`src/rtl/core/assert_macros.svh`:
```
// Assertion macros used by the parser module of the MQTT header parser.
`ifndef ASSERT_MACROS_SVH
`define ASSERT_MACROS_SVH

// Checked on every rising clk edge, suspended while rst is high.
`define ASSERT_CLK_RST(label, prop, msg) \
  label: assert property (@(posedge clk) disable iff (rst) prop) else $error(msg);

// Checked on every rising clk edge, including during reset.
`define ASSERT_CLK(label, prop, msg) \
  label: assert property (@(posedge clk) prop) else $error(msg);

`endif

```
`src/rtl/core/mqttp_pkg.sv`:
```
// Types, codes and constants shared by the MQTT header parser files.
`default_nettype none

package mqttp_pkg;

  // Parse phase of the byte walker.
  typedef enum logic [3:0] {
    PH_HDR    = 4'd0,
    PH_LEN    = 4'd1,
    PH_TLEN   = 4'd2,
    PH_TOPIC  = 4'd3,
    PH_PID    = 4'd4,
    PH_PAYL   = 4'd5,
    PH_LEVEL  = 4'd6,
    PH_CFLAGS = 4'd7,
    PH_KEEP   = 4'd8,
    PH_CIDHI  = 4'd9,
    PH_CIDLO  = 4'd10,
    PH_CID    = 4'd11,
    PH_QOS    = 4'd12,
    PH_OTHER  = 4'd13
  } phase_t;

  // Role tag attached to every byte.
  typedef enum logic [3:0] {
    ROLE_HEADER     = 4'd0,
    ROLE_LEN_DIGIT  = 4'd1,
    ROLE_NAME_LEN   = 4'd2,
    ROLE_NAME       = 4'd3,
    ROLE_PACKET_ID  = 4'd4,
    ROLE_PAYLOAD    = 4'd5,
    ROLE_LEVEL_FLAG = 4'd6,
    ROLE_KEEP_ALIVE = 4'd7,
    ROLE_CLIENT_ID  = 4'd8,
    ROLE_QOS        = 4'd9,
    ROLE_OTHER      = 4'd10
  } role_t;

  typedef enum logic [1:0] {
    ST_OK      = 2'd0,
    ST_LEN_ERR = 2'd1,
    ST_TRUNC   = 2'd2
  } status_t;

  localparam logic [3:0] TYPE_CONNECT   = 4'd1;
  localparam logic [3:0] TYPE_PUBLISH   = 4'd3;
  localparam logic [3:0] TYPE_SUBSCRIBE = 4'd8;

  localparam int BYTE_W   = 8;
  localparam int NIBBLE_W = 4;
  localparam int RLEN_W   = 28;
  localparam int FIELD_W  = 16;

  // One tagged byte with the decoded header fields.
  typedef struct packed {
    role_t                 byte_role;
    logic [BYTE_W-1:0]     data_echo;
    logic [NIBBLE_W-1:0]   packet_type;
    logic [NIBBLE_W-1:0]   packet_flags;
    logic [RLEN_W-1:0]     remaining_len;
    logic [FIELD_W-1:0]    name_len;
    logic [FIELD_W-1:0]    packet_id;
    logic [FIELD_W-1:0]    keep_alive;
    status_t               status;
    logic                  packet_end;
  } result_t;

endpackage

`default_nettype wire

```
`src/rtl/core/mqttp_stream_if.sv`:
```
// Valid/ready channel that carries the incoming stream bytes.
`default_nettype none

interface mqttp_stream_if;
  import mqttp_pkg::*;

  logic                valid;
  logic                ready;
  logic [BYTE_W-1:0]   data_byte;
  logic                buffer_last;

  modport source (output valid, output data_byte, output buffer_last, input ready);
  modport sink   (input valid, input data_byte, input buffer_last, output ready);
endinterface

`default_nettype wire

```
`src/rtl/core/mqttp_result_if.sv`:
```
// Valid/ready channel that carries one tagged byte and the decoded fields.
`default_nettype none

interface mqttp_result_if;
  import mqttp_pkg::*;

  logic                  valid;
  logic                  ready;
  logic [3:0]            byte_role;
  logic [BYTE_W-1:0]     data_echo;
  logic [NIBBLE_W-1:0]   packet_type;
  logic [NIBBLE_W-1:0]   packet_flags;
  logic [RLEN_W-1:0]     remaining_len;
  logic [FIELD_W-1:0]    name_len;
  logic [FIELD_W-1:0]    packet_id;
  logic [FIELD_W-1:0]    keep_alive;
  logic [1:0]            status;
  logic                  packet_end;

  modport source (
    output valid, output byte_role, output data_echo, output packet_type,
    output packet_flags, output remaining_len, output name_len, output packet_id,
    output keep_alive, output status, output packet_end, input ready
  );
  modport sink (
    input valid, input byte_role, input data_echo, input packet_type,
    input packet_flags, input remaining_len, input name_len, input packet_id,
    input keep_alive, input status, input packet_end, output ready
  );
endinterface

`default_nettype wire

```
`src/rtl/core/mqttp_parser.sv`:
```
// Phase machine and held fields of the MQTT header parser, one byte per advance.
`default_nettype none
`include "assert_macros.svh"

module mqttp_parser (
  input  wire logic                    clk,
  input  wire logic                    rst,
  input  wire logic                    advance,
  input  wire logic [7:0]              data_byte,
  input  wire logic                    buffer_last,
  output mqttp_pkg::result_t           result
);
  import mqttp_pkg::*;

  phase_t                phase, phase_next;
  logic [FIELD_W-1:0]    field_count, field_count_next;
  logic [RLEN_W-1:0]     bytes_left, bytes_left_next;
  logic [1:0]            digit_idx, digit_idx_next;
  logic [NIBBLE_W-1:0]   held_type, held_type_next;
  logic [NIBBLE_W-1:0]   held_flags, held_flags_next;
  logic [FIELD_W-1:0]    held_name_len, held_name_len_next;
  logic [FIELD_W-1:0]    held_packet_id, held_packet_id_next;
  logic [FIELD_W-1:0]    held_keep_alive, held_keep_alive_next;
  logic [RLEN_W-1:0]     held_rem_len, held_rem_len_next;

  logic [RLEN_W-1:0]     digit_shifted;
  logic [RLEN_W-1:0]     rem_sum;
  logic [RLEN_W-1:0]     bytes_left_dec;
  logic [FIELD_W-1:0]    field_dec;
  logic [FIELD_W-1:0]    topic_merged;
  logic [FIELD_W-1:0]    cid_merged;
  logic                  natural_end;
  logic                  len_err;
  role_t                 role;
  status_t               status;

  // Phase that follows a topic or protocol name.
  function automatic phase_t after_topic(input logic [3:0] ptype, input logic [3:0] pflags);
    phase_t ph;
    if (ptype == TYPE_CONNECT) begin
      ph = PH_LEVEL;
    end else if (ptype == TYPE_SUBSCRIBE) begin
      ph = PH_QOS;
    end else if (pflags[2:1] != 2'd0) begin
      ph = PH_PID;
    end else begin
      ph = PH_PAYL;
    end
    return ph;
  endfunction

  function automatic phase_t first_body(input logic [3:0] ptype);
    phase_t ph;
    if (ptype == TYPE_CONNECT || ptype == TYPE_PUBLISH) begin
      ph = PH_TLEN;
    end else if (ptype == TYPE_SUBSCRIBE) begin
      ph = PH_PID;
    end else begin
      ph = PH_OTHER;
    end
    return ph;
  endfunction

  // Length digits arrive least significant first, seven bits each.
  always_comb begin
    case (digit_idx)
      2'd0:    digit_shifted = {21'd0, data_byte[6:0]};
      2'd1:    digit_shifted = {14'd0, data_byte[6:0], 7'd0};
      2'd2:    digit_shifted = {7'd0, data_byte[6:0], 14'd0};
      default: digit_shifted = {data_byte[6:0], 21'd0};
    endcase
  end

  assign rem_sum        = held_rem_len + digit_shifted;
  assign bytes_left_dec = (bytes_left != '0) ? bytes_left - 28'd1 : '0;
  assign field_dec      = (field_count != '0) ? field_count - 16'd1 : '0;
  assign topic_merged   = held_name_len | {8'd0, data_byte};
  assign cid_merged     = field_count | {8'd0, data_byte};

  // Next state.
  always_comb begin
    phase_next           = phase;
    field_count_next     = field_count;
    bytes_left_next      = bytes_left;
    digit_idx_next       = digit_idx;
    held_type_next       = held_type;
    held_flags_next      = held_flags;
    held_name_len_next   = held_name_len;
    held_packet_id_next  = held_packet_id;
    held_keep_alive_next = held_keep_alive;
    held_rem_len_next    = held_rem_len;
    natural_end          = 1'b0;
    len_err              = 1'b0;

    case (phase)
      PH_HDR: begin
        held_type_next       = data_byte[7:4];
        held_flags_next      = data_byte[3:0];
        held_name_len_next   = '0;
        held_packet_id_next  = '0;
        held_keep_alive_next = '0;
        held_rem_len_next    = '0;
        digit_idx_next       = '0;
        bytes_left_next      = '0;
        field_count_next     = '0;
        phase_next           = PH_LEN;
      end
      PH_LEN: begin
        held_rem_len_next = rem_sum;
        if (data_byte[7]) begin
          if (digit_idx == 2'd3) begin
            len_err     = 1'b1;
            natural_end = 1'b1;
          end else begin
            digit_idx_next = digit_idx + 2'd1;
          end
        end else begin
          bytes_left_next  = rem_sum;
          field_count_next = '0;
          if (rem_sum == '0) begin
            natural_end = 1'b1;
          end else begin
            phase_next = first_body(held_type);
          end
        end
      end
      default: begin
        bytes_left_next = bytes_left_dec;
        natural_end     = (bytes_left_dec == '0);
        case (phase)
          PH_TLEN: begin
            if (field_count == '0) begin
              held_name_len_next = {data_byte, 8'd0};
              field_count_next   = 16'd1;
            end else begin
              held_name_len_next = topic_merged;
              if (topic_merged != '0) begin
                field_count_next = topic_merged;
                phase_next       = PH_TOPIC;
              end else begin
                field_count_next = '0;
                phase_next       = after_topic(held_type, held_flags);
              end
            end
          end
          PH_TOPIC: begin
            field_count_next = field_dec;
            if (field_dec == '0) begin
              phase_next = after_topic(held_type, held_flags);
            end
          end
          PH_PID: begin
            if (field_count == '0) begin
              held_packet_id_next = {data_byte, 8'd0};
              field_count_next    = 16'd1;
            end else begin
              held_packet_id_next = held_packet_id | {8'd0, data_byte};
              field_count_next    = '0;
              phase_next = (held_type == TYPE_SUBSCRIBE) ? PH_TLEN : PH_PAYL;
            end
          end
          PH_LEVEL: begin
            phase_next = PH_CFLAGS;
          end
          PH_CFLAGS: begin
            field_count_next = '0;
            phase_next       = PH_KEEP;
          end
          PH_KEEP: begin
            if (field_count == '0) begin
              held_keep_alive_next = {data_byte, 8'd0};
              field_count_next     = 16'd1;
            end else begin
              held_keep_alive_next = held_keep_alive | {8'd0, data_byte};
              field_count_next     = '0;
              phase_next           = PH_CIDHI;
            end
          end
          PH_CIDHI: begin
            field_count_next = {data_byte, 8'd0};
            phase_next       = PH_CIDLO;
          end
          PH_CIDLO: begin
            field_count_next = cid_merged;
            phase_next       = (cid_merged != '0) ? PH_CID : PH_OTHER;
          end
          PH_CID: begin
            field_count_next = field_dec;
            if (field_dec == '0) begin
              phase_next = PH_OTHER;
            end
          end
          PH_QOS: begin
            field_count_next = '0;
            phase_next       = PH_TLEN;
          end
          default: begin
            phase_next = phase;
          end
        endcase
      end
    endcase

    // Any end of packet, natural or forced by the buffer end, returns to header.
    if (natural_end || buffer_last) begin
      phase_next = PH_HDR;
    end
  end

  // Outputs.
  always_comb begin
    case (phase)
      PH_HDR:              role = ROLE_HEADER;
      PH_LEN:              role = ROLE_LEN_DIGIT;
      PH_TLEN:             role = ROLE_NAME_LEN;
      PH_TOPIC:            role = ROLE_NAME;
      PH_PID:              role = ROLE_PACKET_ID;
      PH_PAYL:             role = ROLE_PAYLOAD;
      PH_LEVEL, PH_CFLAGS: role = ROLE_LEVEL_FLAG;
      PH_KEEP:             role = ROLE_KEEP_ALIVE;
      PH_CIDHI, PH_CIDLO,
      PH_CID:              role = ROLE_CLIENT_ID;
      PH_QOS:              role = ROLE_QOS;
      default:             role = ROLE_OTHER;
    endcase

    // A length error outranks truncation; truncation only hits a byte that
    // does not already end the packet.
    if (len_err) begin
      status = ST_LEN_ERR;
    end else if (!natural_end && buffer_last) begin
      status = ST_TRUNC;
    end else begin
      status = ST_OK;
    end

    result.byte_role     = role;
    result.data_echo     = data_byte;
    result.packet_type   = held_type_next;
    result.packet_flags  = held_flags_next;
    result.remaining_len = held_rem_len_next;
    result.name_len      = held_name_len_next;
    result.packet_id     = held_packet_id_next;
    result.keep_alive    = held_keep_alive_next;
    result.status        = status;
    result.packet_end    = natural_end || buffer_last;
  end

  always_ff @(posedge clk) begin
    if (rst) begin
      phase           <= PH_HDR;
      field_count     <= '0;
      bytes_left      <= '0;
      digit_idx       <= '0;
      held_type       <= '0;
      held_flags      <= '0;
      held_name_len   <= '0;
      held_packet_id  <= '0;
      held_keep_alive <= '0;
      held_rem_len    <= '0;
    end else if (advance) begin
      phase           <= phase_next;
      field_count     <= field_count_next;
      bytes_left      <= bytes_left_next;
      digit_idx       <= digit_idx_next;
      held_type       <= held_type_next;
      held_flags      <= held_flags_next;
      held_name_len   <= held_name_len_next;
      held_packet_id  <= held_packet_id_next;
      held_keep_alive <= held_keep_alive_next;
      held_rem_len    <= held_rem_len_next;
    end
  end

  `ASSERT_CLK_RST(a_end_returns_to_header,
    advance && result.packet_end |=> phase == PH_HDR,
    "parser did not return to header phase after a packet end")
  `ASSERT_CLK_RST(a_header_then_length,
    advance && phase == PH_HDR && !buffer_last |=> phase == PH_LEN,
    "header byte was not followed by the length phase")
  `ASSERT_CLK_RST(a_body_count_falls,
    advance && phase != PH_HDR && phase != PH_LEN |=> bytes_left <= $past(bytes_left),
    "body byte count grew while walking a packet body")

endmodule

`default_nettype wire

```
`src/rtl/core/mqtt_packet_header_parser_top.sv`:
```
// Top level of the MQTT 3.1.1 packet header parser with its stream and result channels.
`default_nettype none

// The block takes an MQTT byte stream one byte per request on the stream
// channel and returns exactly one result request per byte on the result
// channel: the byte echoed, its role in the packet, and the header fields
// decoded so far (type, flags, remaining length, topic or protocol name length,
// packet identifier and CONNECT keep-alive). The fixed header length is a
// base-128 varint of one to four digits; a continuation bit on the fourth
// digit reports a length error and ends the packet. A byte flagged as the
// buffer end that does not close the packet reports truncation and ends it.
// After any end the next byte is taken as a fresh header byte. Throughput
// is one byte per clock cycle while results are taken: every byte passes an
// input register, one short step of the phase machine, and an output
// register, from which its result is offered on the result channel.
// The input register keeps accepting while a finished result waits to be
// taken, and the stream is only held off when both registers are occupied
// and the waiting result is not taken in that cycle.
// There is no configuration and no start-up pass after reset.

module mqtt_packet_header_parser_top (
  input  wire logic       clk,
  input  wire logic       rst,
  mqttp_stream_if.sink    stream,
  mqttp_result_if.source  result
);
  import mqttp_pkg::*;

  // Input register.
  logic                in_valid;
  logic [BYTE_W-1:0]   in_byte;
  logic                in_last;

  // Output register.
  logic                out_valid;
  result_t             out_res;

  result_t             step_res;
  logic                advance;

  // A byte moves from the input register into the parser whenever the
  // output register is empty or is being drained in this cycle.
  assign advance      = in_valid && (!out_valid || result.ready);
  assign stream.ready = !in_valid || advance;

  mqttp_parser u_parser (
    .clk         (clk),
    .rst         (rst),
    .advance     (advance),
    .data_byte   (in_byte),
    .buffer_last (in_last),
    .result      (step_res)
  );

  always_ff @(posedge clk) begin
    if (rst) begin
      in_valid <= 1'b0;
    end else if (stream.ready) begin
      in_valid <= stream.valid;
    end
  end

  always_ff @(posedge clk) begin
    if (stream.valid && stream.ready) begin
      in_byte <= stream.data_byte;
      in_last <= stream.buffer_last;
    end
  end

  always_ff @(posedge clk) begin
    if (rst) begin
      out_valid <= 1'b0;
    end else if (advance) begin
      out_valid <= 1'b1;
    end else if (result.ready) begin
      out_valid <= 1'b0;
    end
  end

  always_ff @(posedge clk) begin
    if (advance) begin
      out_res <= step_res;
    end
  end

  assign result.valid         = out_valid;
  assign result.byte_role     = out_res.byte_role;
  assign result.data_echo     = out_res.data_echo;
  assign result.packet_type   = out_res.packet_type;
  assign result.packet_flags  = out_res.packet_flags;
  assign result.remaining_len = out_res.remaining_len;
  assign result.name_len      = out_res.name_len;
  assign result.packet_id     = out_res.packet_id;
  assign result.keep_alive    = out_res.keep_alive;
  assign result.status        = out_res.status;
  assign result.packet_end    = out_res.packet_end;

endmodule

`default_nettype wire
```
`src/flat_wrapper.sv`:
```
// flat-port wrapper written by rule: the top's interface ports become plain ports
module mqtt_packet_header_parser_top_flat import mqttp_pkg::*;
  (clk, rst, stream_valid, stream_data_byte, stream_buffer_last, stream_ready, result_valid, result_byte_role, result_data_echo, result_packet_type, result_packet_flags, result_remaining_len, result_name_len, result_packet_id, result_keep_alive, result_status, result_packet_end, result_ready);
  mqttp_stream_if stream_i ();
  mqttp_result_if result_i ();
  input  wire logic clk;
  input  wire logic rst;
  input wire logic [$bits(stream_i.valid)-1:0] stream_valid;
  input wire logic [$bits(stream_i.data_byte)-1:0] stream_data_byte;
  input wire logic [$bits(stream_i.buffer_last)-1:0] stream_buffer_last;
  output wire logic [$bits(stream_i.ready)-1:0] stream_ready;
  output wire logic [$bits(result_i.valid)-1:0] result_valid;
  output wire logic [$bits(result_i.byte_role)-1:0] result_byte_role;
  output wire logic [$bits(result_i.data_echo)-1:0] result_data_echo;
  output wire logic [$bits(result_i.packet_type)-1:0] result_packet_type;
  output wire logic [$bits(result_i.packet_flags)-1:0] result_packet_flags;
  output wire logic [$bits(result_i.remaining_len)-1:0] result_remaining_len;
  output wire logic [$bits(result_i.name_len)-1:0] result_name_len;
  output wire logic [$bits(result_i.packet_id)-1:0] result_packet_id;
  output wire logic [$bits(result_i.keep_alive)-1:0] result_keep_alive;
  output wire logic [$bits(result_i.status)-1:0] result_status;
  output wire logic [$bits(result_i.packet_end)-1:0] result_packet_end;
  input wire logic [$bits(result_i.ready)-1:0] result_ready;
  assign stream_i.valid = stream_valid;
  assign stream_i.data_byte = stream_data_byte;
  assign stream_i.buffer_last = stream_buffer_last;
  assign stream_ready = stream_i.ready;
  assign result_valid = result_i.valid;
  assign result_byte_role = result_i.byte_role;
  assign result_data_echo = result_i.data_echo;
  assign result_packet_type = result_i.packet_type;
  assign result_packet_flags = result_i.packet_flags;
  assign result_remaining_len = result_i.remaining_len;
  assign result_name_len = result_i.name_len;
  assign result_packet_id = result_i.packet_id;
  assign result_keep_alive = result_i.keep_alive;
  assign result_status = result_i.status;
  assign result_packet_end = result_i.packet_end;
  assign result_i.ready = result_ready;
  mqtt_packet_header_parser_top u_core (.clk(clk), .rst(rst), .stream(stream_i), .result(result_i));
endmodule
```
`config.mk`:
```
export PLATFORM = sky130hd
export DESIGN_NAME = mqtt_packet_header_parser_top_flat
export DESIGN_NICKNAME = d
export VERILOG_FILES = /design/src/rtl/core/mqttp_pkg.sv /design/src/rtl/core/mqttp_stream_if.sv /design/src/rtl/core/mqttp_result_if.sv /design/src/rtl/core/mqttp_parser.sv /design/src/rtl/core/mqtt_packet_header_parser_top.sv /design/src/flat_wrapper.sv
export VERILOG_INCLUDE_DIRS = /design/src /design/src/rtl/core
export SDC_FILE = /design/constraint.sdc
export NUM_CORES = 1
export LEC_CHECK = 0
export BUFFER_PORTS_ARGS = -buffer_cell sky130_fd_sc_hd__buf_2
export CAP_MARGIN = 10
export CORE_AREA = 2 2 161 163
export DETAILED_ROUTE_END_ITERATION = 16
export DIE_AREA = 0 0 163 165
export HOLD_SLACK_MARGIN = 0.08
export PLACE_DENSITY = 0.76
export SLEW_MARGIN = 20
export SYNTH_ARGS = -nofsm -noshare
export SYNTH_HDL_FRONTEND = slang
export SYNTH_HIERARCHICAL = 1
export SYNTH_SLANG_ARGS = --single-unit
```
`constraint.sdc`:
```
create_clock -name clk -period 7 [get_ports clk]
set_input_delay 0 -clock clk [delete_from_list [all_inputs] [get_ports clk]]
set_output_delay 0 -clock clk [all_outputs]
set_load 0.02 [all_outputs]
```
* Word level (Yosys, flattened, before mapping) *
Memories as Yosys holds them, arrays and structs flattened. A register that Yosys moved wholly into a read port is not among the register bits.
Index checks and enable logic that the tools add are counted.

cells by class
  add/sub/neg operators = 4
  equal/unequal tests = 27
  muxes and demuxes = 53
  bitwise gates (word level) = 4
  reductions and logical operators = 32

operators with widths
  operator                                                count
  two-way mux 16 bit                                      10
  case mux 16 bit (2 select lines)                        4
  case mux 28 bit (2 select lines)                        2
  case mux 16 bit (6 select lines)                        1
  case mux 28 bit (3 select lines)                        1
  bitwise OR 16 x 8 -> 16 bit                             4
  two-way mux 4 bit                                       15
  logical NOT 28 bit                                      2
  two-way mux 28 bit                                      2
  nonzero test 16 bit                                     3
  case mux 4 bit (10 select lines)                        1
  logical NOT 16 bit                                      2
  adder 28 bit                                            1
  nonzero test 28 bit                                     1
  subtractor 28 x 1 -> 28 bit (second input constant)     1
  equality test 4 bit (second input constant)             6
  inequality test 5 x 4 -> 1 bit (second input constant)  4
  subtractor 16 x 1 -> 16 bit (second input constant)     1
  nonzero test 13 bit                                     1
  equality test 4 x 2 -> 1 bit (second input constant)    3
  equality test 4 x 3 -> 1 bit (second input constant)    3
  two-way mux 1 bit                                       9
  AND reduction 9 bit                                     1
  equality test 4 x 1 -> 1 bit (second input constant)    2
  24 further kinds                                        40

word-level totals
  flip-flop bits (word level) = 240
  bits in read-only memories = 64
  memories kept = 1

memories
  name             depth  bits a word  read ports  clocked after Yosys merged registers in  write ports  line                 text
  (no name shown)  16     4            1           1                                        0            mqttp_parser.sv:212  case (phase)

* Longest topological paths before layout *
  depth in word-level cells = 10
  gate-level depth with buffers = 19

* By module *
The synthesis kept the hierarchy.

by module, submodules not included
  module                         times used  cells an instance  area an instance (µm²)  seq. area each (µm²)
  mqttp_parser                   1           1451               10286.1                 2762.6
  mqtt_packet_header_parser_top  1           118                3347.0                  3283.1

* Least setup slack after synthesis *
Ideal clock, no wire load.

  path type = register to register
  start = register u_core.u_parser.digit_idx[0]
  end = register u_core/u_parser/role[1] (netlist name)
  library setup time = 0.125 ns
  arrival time = 4.516 ns
  data required time = 6.875 ns
  setup slack = 2.359 ns
  stages on the path, launching flop included = 19
  clock period less this slack = 4.641 ns
  cells stage by stage = dfxtp_1 -> ha_1 -> clkbuf_1 -> nor2b_1 -> and2_1 -> ha_1 -> fa_1 -> a21o_1 -> a221o_1 -> a211oi_1 -> nor3_1 -> or3_1 -> a22oi_1 -> nand4_1 -> nor4_2 -> and2b_1 -> a22oi_1 -> nor2b_1 -> o211ai_2

RTL lines
  element                 line                 text
  start, declared         mqttp_parser.sv:18   logic [1:0] digit_idx, digit_idx_next;
  start signal, assigned  mqttp_parser.sv:265  digit_idx <= digit_idx_next;

==> run summary <==
status: finished, final reports clean
DR vias: 12,400
setup slack, reg-to-reg: 1.39 ns
RD Place Congestion: 0.966
Simple-Gate Fraction of Synth Area: 0.236
largest cells by area after synthesis: edfxtp_1 (24%), dfxtp_1 (21%), nand2_1 (5.5%)
Post-Synth Adder-Cell Area: 0.0318
fraction of synthesized cell area in xor and xnor cells: 0.0180
drt drc: 0
Worst Reg-to-Reg Cells: 16
Reg clk slew, reported paths: 0.06 ns
Vias/cell: 6.25
crit-path max cell delay: 0.51 ns
delay-heaviest family, CP: simple AND/OR/NAND/NOR gates
max-cap violations: 0
TNS Setup: 0 ns
area leader, netlist: edfxtp_1
most frequent cells in the layout: nand2_1 (201), nor2_1 (192), dfxtp_1 (140)
Clock Sink Count: 248
Die Width: 163 um
io pins: 114
Mean Syn Cell Area: 8.69 um2
Yosys top cell area share: 0.238
Die Area: 0.0269 mm2
Compound-Gate Fraction of Synth Area: 0.201
first-pass GRT wire length: 61,700 um
register area: 0.00605 mm2
crit path kind: reg2reg
fin area: 0.0154 mm2
Final Skew: 0.0180 ns
final WL: 39,600 um
initial core utilization: 0.545
fillers: 2,204
I/O Buffers: 113
Peak VDD IR: 211 uV
TritonRoute pass-1 iters: 6
asr flop ratio synth: 0
synthesis-to-layout area growth: 12.9%
CP Capture Type: flop
Post-CTS Resized: 0
gr usage total: 0.291
initial antenna violation count: 1
Setup violations, final: 0
Mapped Area: 0.0136 mm2
post-route minimum period: 5.61 ns
Routed Antenna Nets: 0
Die Ht: 165 um
most common cell after layout, fill and taps aside: nand2_1
clk_lat worst skew: 0.55 ns
met3 global-route usage: 0.0452
Req. time, crit path: 7.43 ns
CTS tree: built
worst setup path startpoint: u_core/u_parser/digit_idx[0]
CP Depth: 16
placed inst area: 0.0143 mm2
Max Freq: 0.178 GHz
worst r2r src: u_core/u_parser/digit_idx[0]
number of global-route vias before repair: 11,200
Max Slew Vio Count: 0
Synth Instances: 1,569
crit path cell chain: ha_1, nor2b_1, and2_1, ha_1, a21oi_1, nor2_1, a311oi_1, a21oi_1, or3_1, a2111oi_0, nand4_1, nor4_2, and2b_1, a22oi_1, nor2b_1, o211ai_2
period utilization: 0.801
Post-synth top flop: dfxtp_1
total grt overflow: 0
RSZ-0062 raised after global routing: false
RR Endpoint: u_core/u_parser/role[1]
Core ar.: 0.0250 mm2
M1 GR Usage: 0.434
nets: 1,683
warnings from Yosys: 6
Root Driver: clkbuf_16
Yosys reg bits: 248
CTS buffer count: 27
Post-CTS Setup Bufs: 0
sequential element share of the synthesized area: 0.443
layout cell share with drive strength beyond 1: 0.128
final hold vios: 0
Lkg Pwr: 6.06 nW
largest net degree at the start of global routing: 89
Max FO, Critical Path: 11
Crit path buffers/inverters: 0
distinct cell type count after synthesis: 85
critical path startpoint category: flop
initial DRC count: 1,366
gr busiest metal: met2
worst hold path class: in2reg
GR Layer Usage met2: 0.437
H-tree depth: 1
mux cell area share after synthesis: 0.0286
syn nets: 1,616
WP data arrival: 6.04 ns
Rows: 58
CP Capture Point: u_core/u_parser/role[1]
Post-DP HPWL: 27,200 um
Post-synth EDFFs: 108
largest family of logic cells by synthesized area: simple AND/OR/NAND/NOR gates
slowest CP cell: nor2b_1
worst slew pin tran: 1.05 ns
Max Root-Sink Buffers: 3
DR WL/cell: 19.9 um
Max-Slew Margin vs Limit: 0.295
Power Density: 233 mW/mm2
multi-input logic area: 0.00704 mm2
[cells in the mapped netlist, types with 24 or more instances]
cell type  instances
a21o_1            28
a21oi_1           95
a22oi_1           33
and2_1            34
clkbuf_1          92
dfxtp_1          140
edfxtp_1         108
ha_1              33
inv_1             24
mux2i_1           39
nand2_1          201
nand3_1           39
nor2_1           192
nor3_1            66
o21ai_0          105
[logic make-up after synthesis]
| family | after synthesis |
|---|---|
| flip-flops | 248 |
| multiplexers | 39 |
| AND/OR/NAND/NOR | 673 |
| XOR/XNOR | 28 |
| buffers and inverters | 136 |
| adder cells (fa/ha/maj) | 34 |
| AO/OA/AOI/OAI | 411 |
[sequential cells by signal (all words and copies together) (netlist names), 8 cells and up]
| signal | cells |
|---|---|
| u_core/u_parser/held_packet_id | 16 |
| u_core/u_parser/bytes_left | 28 |
| u_core/u_parser/field_count | 16 |
| u_core/in_byte | 8 |
| u_core/result.name_len | 16 |
| u_core/u_parser/held_keep_alive | 16 |
| u_core/result.packet_id | 16 |
| u_core/result.data_echo | 8 |
| u_core/u_parser/held_rem_len | 28 |
| u_core/result.keep_alive | 16 |
| u_core/u_parser/held_name_len | 16 |
| u_core/result.remaining_len | 28 |
[layer usage]
layer	wire length (um)	part of all wire
met2	17400	0.44
met1	17900	0.45
met4	894	0.023
met5	0	0
met3	3430	0.087
[timing repair]
action	in CTS	in global routing
hold endpoints to repair	64	0
endpoints found under the setup margin	0	0
hold buffers	14	0
[power breakdown]
group          total [mW]  switching (mW)  internal [mW]  leakage (nW)
combinational       0.515           0.355          0.160          3.43
clock                1.47           0.598          0.872         0.458
sequential           1.60          0.0395           1.56          2.17
total                3.59           0.992           2.59          6.06
[worst min path at each step]
stage	cells past startpoint	slack, ns	startpoint	to
finish	2	0.16	stream_data_byte[7]	u_core/in_byte[7]
global route	2	0.14	stream_data_byte[7]	u_core/in_byte[7]
CTS	2	0.15	stream_data_byte[2]	u_core/in_byte[2]
detailed placement	1	0.18	stream_data_byte[2]	u_core/in_byte[2]
global placement	1	0.18	stream_data_byte[3]	u_core/in_byte[3]
floorplan	1	0.06	rst	u_core/in_valid
[per-stage QoR]
stage	power, mW	cells	hold WS [ns]	util	setup slack, ns
floorplan	1.99	1569	0.0624	-	2.36
global placement	2.12	1923	0.177	0.572	1.59
detailed placement	2.13	1923	0.179	0.572	1.43
CTS	3.60	1987	0.148	0.615	1.41
global route	3.72	1987	0.142	0.615	0.904
finish	3.59	1988	0.157	0.615	1.39
[worst register-to-register path: cells and delay by family (launching register included)]
| family | cells | cell delay [ns] |
|---|---|---|
| fa+ha+maj | 2 | 0.62 |
| flops | 1 | 0.36 |
| compound gates | 6 | 2.00 |
| simple gates | 8 | 2.51 |
[final cells by class]
class | count | area share
antenna | 1 | 0.000163
inverter | 25 | 0.00610
sequential | 248 | 0.393
clock buffer | 30 | 0.0453
tap | 330 | 0.0268
multi-input combinational | 1185 | 0.457
clock inverter | 20 | 0.0150
timing repair buffer | 149 | 0.0567
(Power assumes the default switching activity.)
